## src/rtl/gtpb_div.sv

```systemverilog
// Pipelined restoring divider, one quotient bit per stage.
// Computes floor(num * 2^(QBITS-1) / den) for num <= den. No package use.
`timescale 1ns / 1ps

module gtpb_div #(
	parameter int W     = 28,
	parameter int QBITS = 17
) (
	input  logic             clk,
	input  logic             en,
	input  logic [W-1:0]     num,
	input  logic [W-1:0]     den,
	output logic [QBITS-1:0] quo
);

	logic [W-1:0]     r_s [QBITS-1];
	logic [QBITS-1:0] q_s [QBITS];

	genvar i;
	generate
		for (i = 0; i < QBITS; i++) begin : g_stage
			logic [W-1:0] t;
			logic         ge;
			if (i == 0) begin : g_first
				assign t = num;
			end else begin : g_next
				// remainder stays below den, so the shift cannot overflow
				assign t = {r_s[i-1][W-2:0], 1'b0};
			end
			assign ge = (t >= den);

			if (i < QBITS - 1) begin : g_rem
				always_ff @(posedge clk) begin
					if (en) begin
						r_s[i] <= ge ? (t - den) : t;
					end
				end
			end

			if (i == 0) begin : g_q0
				always_ff @(posedge clk) begin
					if (en) begin
						q_s[i] <= QBITS'(ge);
					end
				end
			end else begin : g_qn
				always_ff @(posedge clk) begin
					if (en) begin
						q_s[i] <= {q_s[i-1][QBITS-2:0], ge};
					end
				end
			end
		end
	endgenerate

	assign quo = q_s[QBITS-1];

endmodule

```

## config.mk

```make
export PLATFORM = sky130hd
export DESIGN_NAME = gtpb_div
export DESIGN_NICKNAME = d
export VERILOG_FILES = /design/src/rtl/gtpb_div.sv
export SDC_FILE = /design/constraint.sdc
export NUM_CORES = 2
export LEC_CHECK = 0
export BUFFER_PORTS_ARGS = -buffer_cell sky130_fd_sc_hd__clkbuf_2
export CORE_MARGIN = 5
export CORE_UTILIZATION = 34
export DETAILED_ROUTE_END_ITERATION = 16
export SETUP_SLACK_MARGIN = 0.3
export SKIP_LAST_GASP = 1
export SLEW_MARGIN = 20
export SYNTH_ARGS = -nofsm -noshare
export SYNTH_HDL_FRONTEND = slang
export SYNTH_SLANG_ARGS = --single-unit
```

## constraint.sdc

```tcl
create_clock -name clk -period 6 [get_ports clk]
set_input_delay 0.9 -clock clk [delete_from_list [all_inputs] [get_ports clk]]
set_output_delay 0.9 -clock clk [all_outputs]
set_load 0.01 [all_outputs]
```

## Word level (Yosys, flattened, before mapping)

Memory sizes are Yosys's and may differ from the RTL's.
Index checks and enable logic that the tools add are counted.

- Flip-flop bits (word level): 0
- RAM bits: 737
- Output and inout port bits: 17
- Word-level logic and storage cells: 53
- Memories: 2

- $add $sub $neg: 16
- Order comparisons: 17
- Mux-type cells: 18

Memory list:

| name | words | width | rd ports | clocked after Yosys merged registers in | write ports | line | source |
|---|---|---|---|---|---|---|---|
| r_s | 16 | 28 | 16 | 0 | 16 | 16 | `logic [W-1:0] r_s [QBITS-1];` |
| q_s | 17 | 17 | 17 | 0 | 17 | 17 | `logic [QBITS-1:0] q_s [QBITS];` |

Operators by type and width:

| operator | count |
|---|---|
| greater-or-equal comparator 28 bit | 17 |
| 2-to-1 mux 28 bit | 16 |
| subtractor 28 bit | 16 |
| 2-to-1 mux 1 bit | 2 |

## Depth between registers and ports, before layout

An unclocked memory read counts as a cell.

- Word-level depth: 3
- Gate-level depth with buffers: 15
- Depth with buffers taken out: 13

## Least setup slack after synthesis

OpenSTA, ideal clock, no wires.

- Kind: input -> register
- From: in den[0]
- To: mem r_s[1][20], in the netlist r_s[0][48], data pin
- Library setup time: 0.262 ns
- Arrival: 4.980 ns
- Data required time: 5.738 ns
- Slack: 0.758 ns
- Stages: 15
- Cells stage by stage: inv_1 clkbuf_1 fa_1 a21o_1 a21oi_1 o211ai_1 a21oi_1 o31ai_1 a31oi_2 o31ai_1 a21oi_1 o21a_1 buf_4 buf_4 mux2_1

RTL lines:

| element | line | source |
|---|---|---|
| start: declaration | 12 | `input logic [W-1:0] den,` |
| end: declaration | 16 |  |

==> results.yml <==
sta:
  fin_setup_tns_ns: 0
  rsz0062_at_grt: "no"
  worstMarginPinSlew_ns: 1.03
  final.min_clock_period_ns: 4.56
  setup_viol: 0
  final_max_slew_viol_count: 0
  hold_violations: 0
  fmax_mhz: 219
  relSlewSlack: 0.312
  skew_ns: 0.0226
  fin_crit_sh: 0.760
final_layout:
  stdcell_area_um2: 49300
  multi_input_area_um2: 25500
  area_growth_pct: 12.2
  register_area_um2: 17600
  diodes: 0
  fin_util: 0.382
  drive_gt1_frac: 0.115
  nets: 4995
  num-fill-cells: 12666
clock_tree:
  cts_resized: 0
  post-cts-setup-buffers: 0
  cts_num_sinks: 585
  cts_max_level: 3
  cts_buffers: 72
  tritoncts: "yes"
  ctsHoldBuffers: 0
  cts-root-buf: "clkbuf_16"
  clk_path_buf_depth: 3
  insertion_delay_ns: 0.66
  path_clk_slew_ns: 0.06
drt:
  drtIter0Drc: 2498
  met3_length_mm: 5.32
  routed.top_layer: "met4"
  drcViolationCount: 0
  firstDrtPassIters: 5
  wl_mm: 121
  routedWlPerCell_um: 19.3
  antenna_left: 0
  wl_met2_mm: 58.4
  dr_total_vias: 33604
  viasPerCell: 5.38
  drt-met1-wl_mm: 52.7
placed_design:
  detailed_place_hpwl_mm: 89.9
  routabilityCongestion: 0.888
  dpl-instance-area_um2: 47000
  io_buffer_count: 74
hold_path:
  hold_depth: 0
  min_to: "q_s[1][61]$_DFFE_PP_"
  hold_start: "q_s[1][43]$_DFFE_PP_"
  hold_path_class: "flop to flop"
setup_path:
  crit_path_cell_trace: "clkbuf_2 -> inv_2 -> buf_4 -> fa_1 -> a211oi_1 -> o21ai_0 -> a31o_2 -> o21ai_1 -> o21ba_2 -> o21ai_0 -> o21a_1 -> o21ai_4 -> buf_4 -> o21ai_0"
  path_buf_inv: 4
  reg2reg_slack_ns: 2.02
  critical_path_class: "primary input to flop"
  r2r_start: "r_s[1][168]$_SDFFCE_PN0P_"
  timing.critical_path.to_type: "flop"
  cp_slowest_cell: "o21ai_4"
  start_kind: "primary input"
  r2r_cells: 10
  critPathTopFamily: "compound AO/OA/AOI/OAI gates"
  critPathMaxStageDelay_ns: 0.53
  path_max_fanout: 27
  cpMostUsedCell: "o21ai_0"
  cp_data_required_time_ns: 6.39
  worstPathArrival_ns: 4.95
  r2r-end: "r_s[1][204]$_DFFE_PP_"
logic_synthesis:
  async_flop_share: 0
  yosysSeqAreaShare: 0.399
  syn_nets: 4858
  ys_types: 85
  synth_flop_cell: "edfxtp_1"
  synth.avg_cell_area_um2: 10.2
  syn_inst: 4309
  syn_area_um2: 44000
  ys_seq_elements: 585
  ys.warnings.count: 0
  synth_edf_count: 585
floorplan:
  die_h_um: 370
  start_util: 0.341
  core_area_um2: 129000
  io_pins: 75
  die_area_um2: 137000
  chipWidth_um: 370
  rows: 132
pwr:
  peakVddDrop_uv: 270
  leakage_nw: 20.1
  power.density_nw_per_um2: 533
grt:
  first_global_vias: 32764
  antenna_found_initial: 1
  grt_max_degree: 168
  grt_pass1_wl_mm: 186
  track_usage: 0.172
  overflow: 0
run_status:
  status: "finished clean"
run:
  max_cap_viol_count: 0
## per-layer routing
| layer | up-vias | global-route usage |
|---|---|---|
| met3 | 212 | 0.0253 |
| met1 | 15987 | 0.218 |
| met4 | 0 | 0.0540 |
| met2 | 789 | 0.302 |
| met5 | - | 0 |
| li1 | 16616 | - |
## flip-flops by register name, indices dropped and copies added (netlist names)
name,cells
r_s,432
q_s,153
## how the worst max path moves through the flow
stage	slack, ns	cells past startpoint	end	startpoint
final	1.44	14	r_s[1][131]$_DFFE_PP_	den[0]
after global routing	1.15	14	r_s[1][128]$_DFFE_PP_	den[0]
after CTS	1.50	14	r_s[1][131]$_DFFE_PP_	den[0]
after detailed placement	0.79	14	r_s[1][131]$_DFFE_PP_	den[0]
after global placement	0.86	14	r_s[1][137]$_DFFE_PP_	den[0]
after floorplan	0.76	15	r_s[0][48]$_DFFE_PP_	den[0]
## layout make-up
| class | instances | share of cell area |
|---|---|---|
| clock buffer | 80 | 0.0376 |
| inverter | 132 | 0.0100 |
| sequential | 585 | 0.356 |
| timing repair buffer | 168 | 0.0247 |
| clock inverter | 49 | 0.0105 |
| tap | 1742 | 0.0442 |
| multi-input combinational | 3487 | 0.517 |
## layout by cell type (no fill, tap or decap), types with 16 or more instances in the layout
master	count
edfxtp_1	585
ha_1	475
a21oi_1	445
nand2_1	350
o21ai_0	340
nor2_1	254
a21o_1	220
xnor2_1	206
xor2_1	162
mux2_2	159
inv_1	130
buf_4	84
nand3_1	79
clkbuf_16	73
clkbuf_2	73
o21a_1	64
nand4_1	55
nand2b_1	53
a31oi_1	51
o21bai_1	48
nor2b_1	48
and3_1	43
a211oi_1	36
nor3_1	36
mux2_4	36
o31ai_1	24
o211ai_1	20
and2_1	17
or3_1	16
nor4_1	16
o21ai_1	16
fa_1	16
## kinds of logic (layout without fill, tap and decap cells)
group                      Yosys count  in the layout  share of synthesized area
and+or+nand+nor                   1018           1018                      0.109
AOI/OAI and AO/OA                 1409           1409                      0.199
muxes                              201            201                     0.0544
buffers and inverters              237            429                     0.0222
adders and majority gates          491            491                      0.142
DFF                                585            585                      0.399
xor gates and xnor gates           368            368                     0.0733
## stage by stage
stage	setup slack (ns)	hold WS [ns]	instances	power, mW
6_report	1.44	0.404	6243	26.3
3_3_place_gp	0.857	0.401	6113	21.5
3_5_place_dp	0.790	0.405	6114	21.7
4_1_cts	1.50	0.394	6243	26.4
2_1_floorplan	0.758	0.400	4309	18.4
5_1_grt	1.15	0.409	6243	28.3
## synthesized netlist by cell type, drive strengths merged (43+ instances only)
| cell type | count | share of area |
|---|---|---|
| edfxtp | 585 | 0.40 |
| ha | 475 | 0.14 |
| a21oi | 448 | 0.051 |
| o21ai | 358 | 0.041 |
| nand2 | 350 | 0.030 |
| nor2 | 257 | 0.022 |
| a21o | 220 | 0.038 |
| xnor2 | 206 | 0.041 |
| mux2 | 196 | 0.053 |
| xor2 | 162 | 0.032 |
| inv | 132 | 0.011 |
| nand3 | 79 | 0.0090 |
| clkbuf | 70 | 0.0060 |
| o21a | 64 | 0.011 |
| nand4 | 55 | 0.0078 |
| nand2b | 54 | 0.0077 |
| a31oi | 52 | 0.0075 |
| nor2b | 48 | 0.0068 |
| o21bai | 48 | 0.0082 |
| and3 | 43 | 0.0061 |
## report_power, final
group	leakage [nW]	switching (mW)	total, mW	internal [mW]
sequential	5.76	0.938	7.70	6.76
combinational	13.2	7.75	14.1	6.36
clock	1.16	1.84	4.47	2.63
## worst register-to-register path, delay by kind of cell (launching register included)
family          cells  cell delay, ns
fa+ha+maj           1            0.43
flops               1            0.43
buf+inv             1            0.30
simple gates        1            0.54
compound gates      7            2.01
No activity file was read; power rests on OpenSTA's default activity.
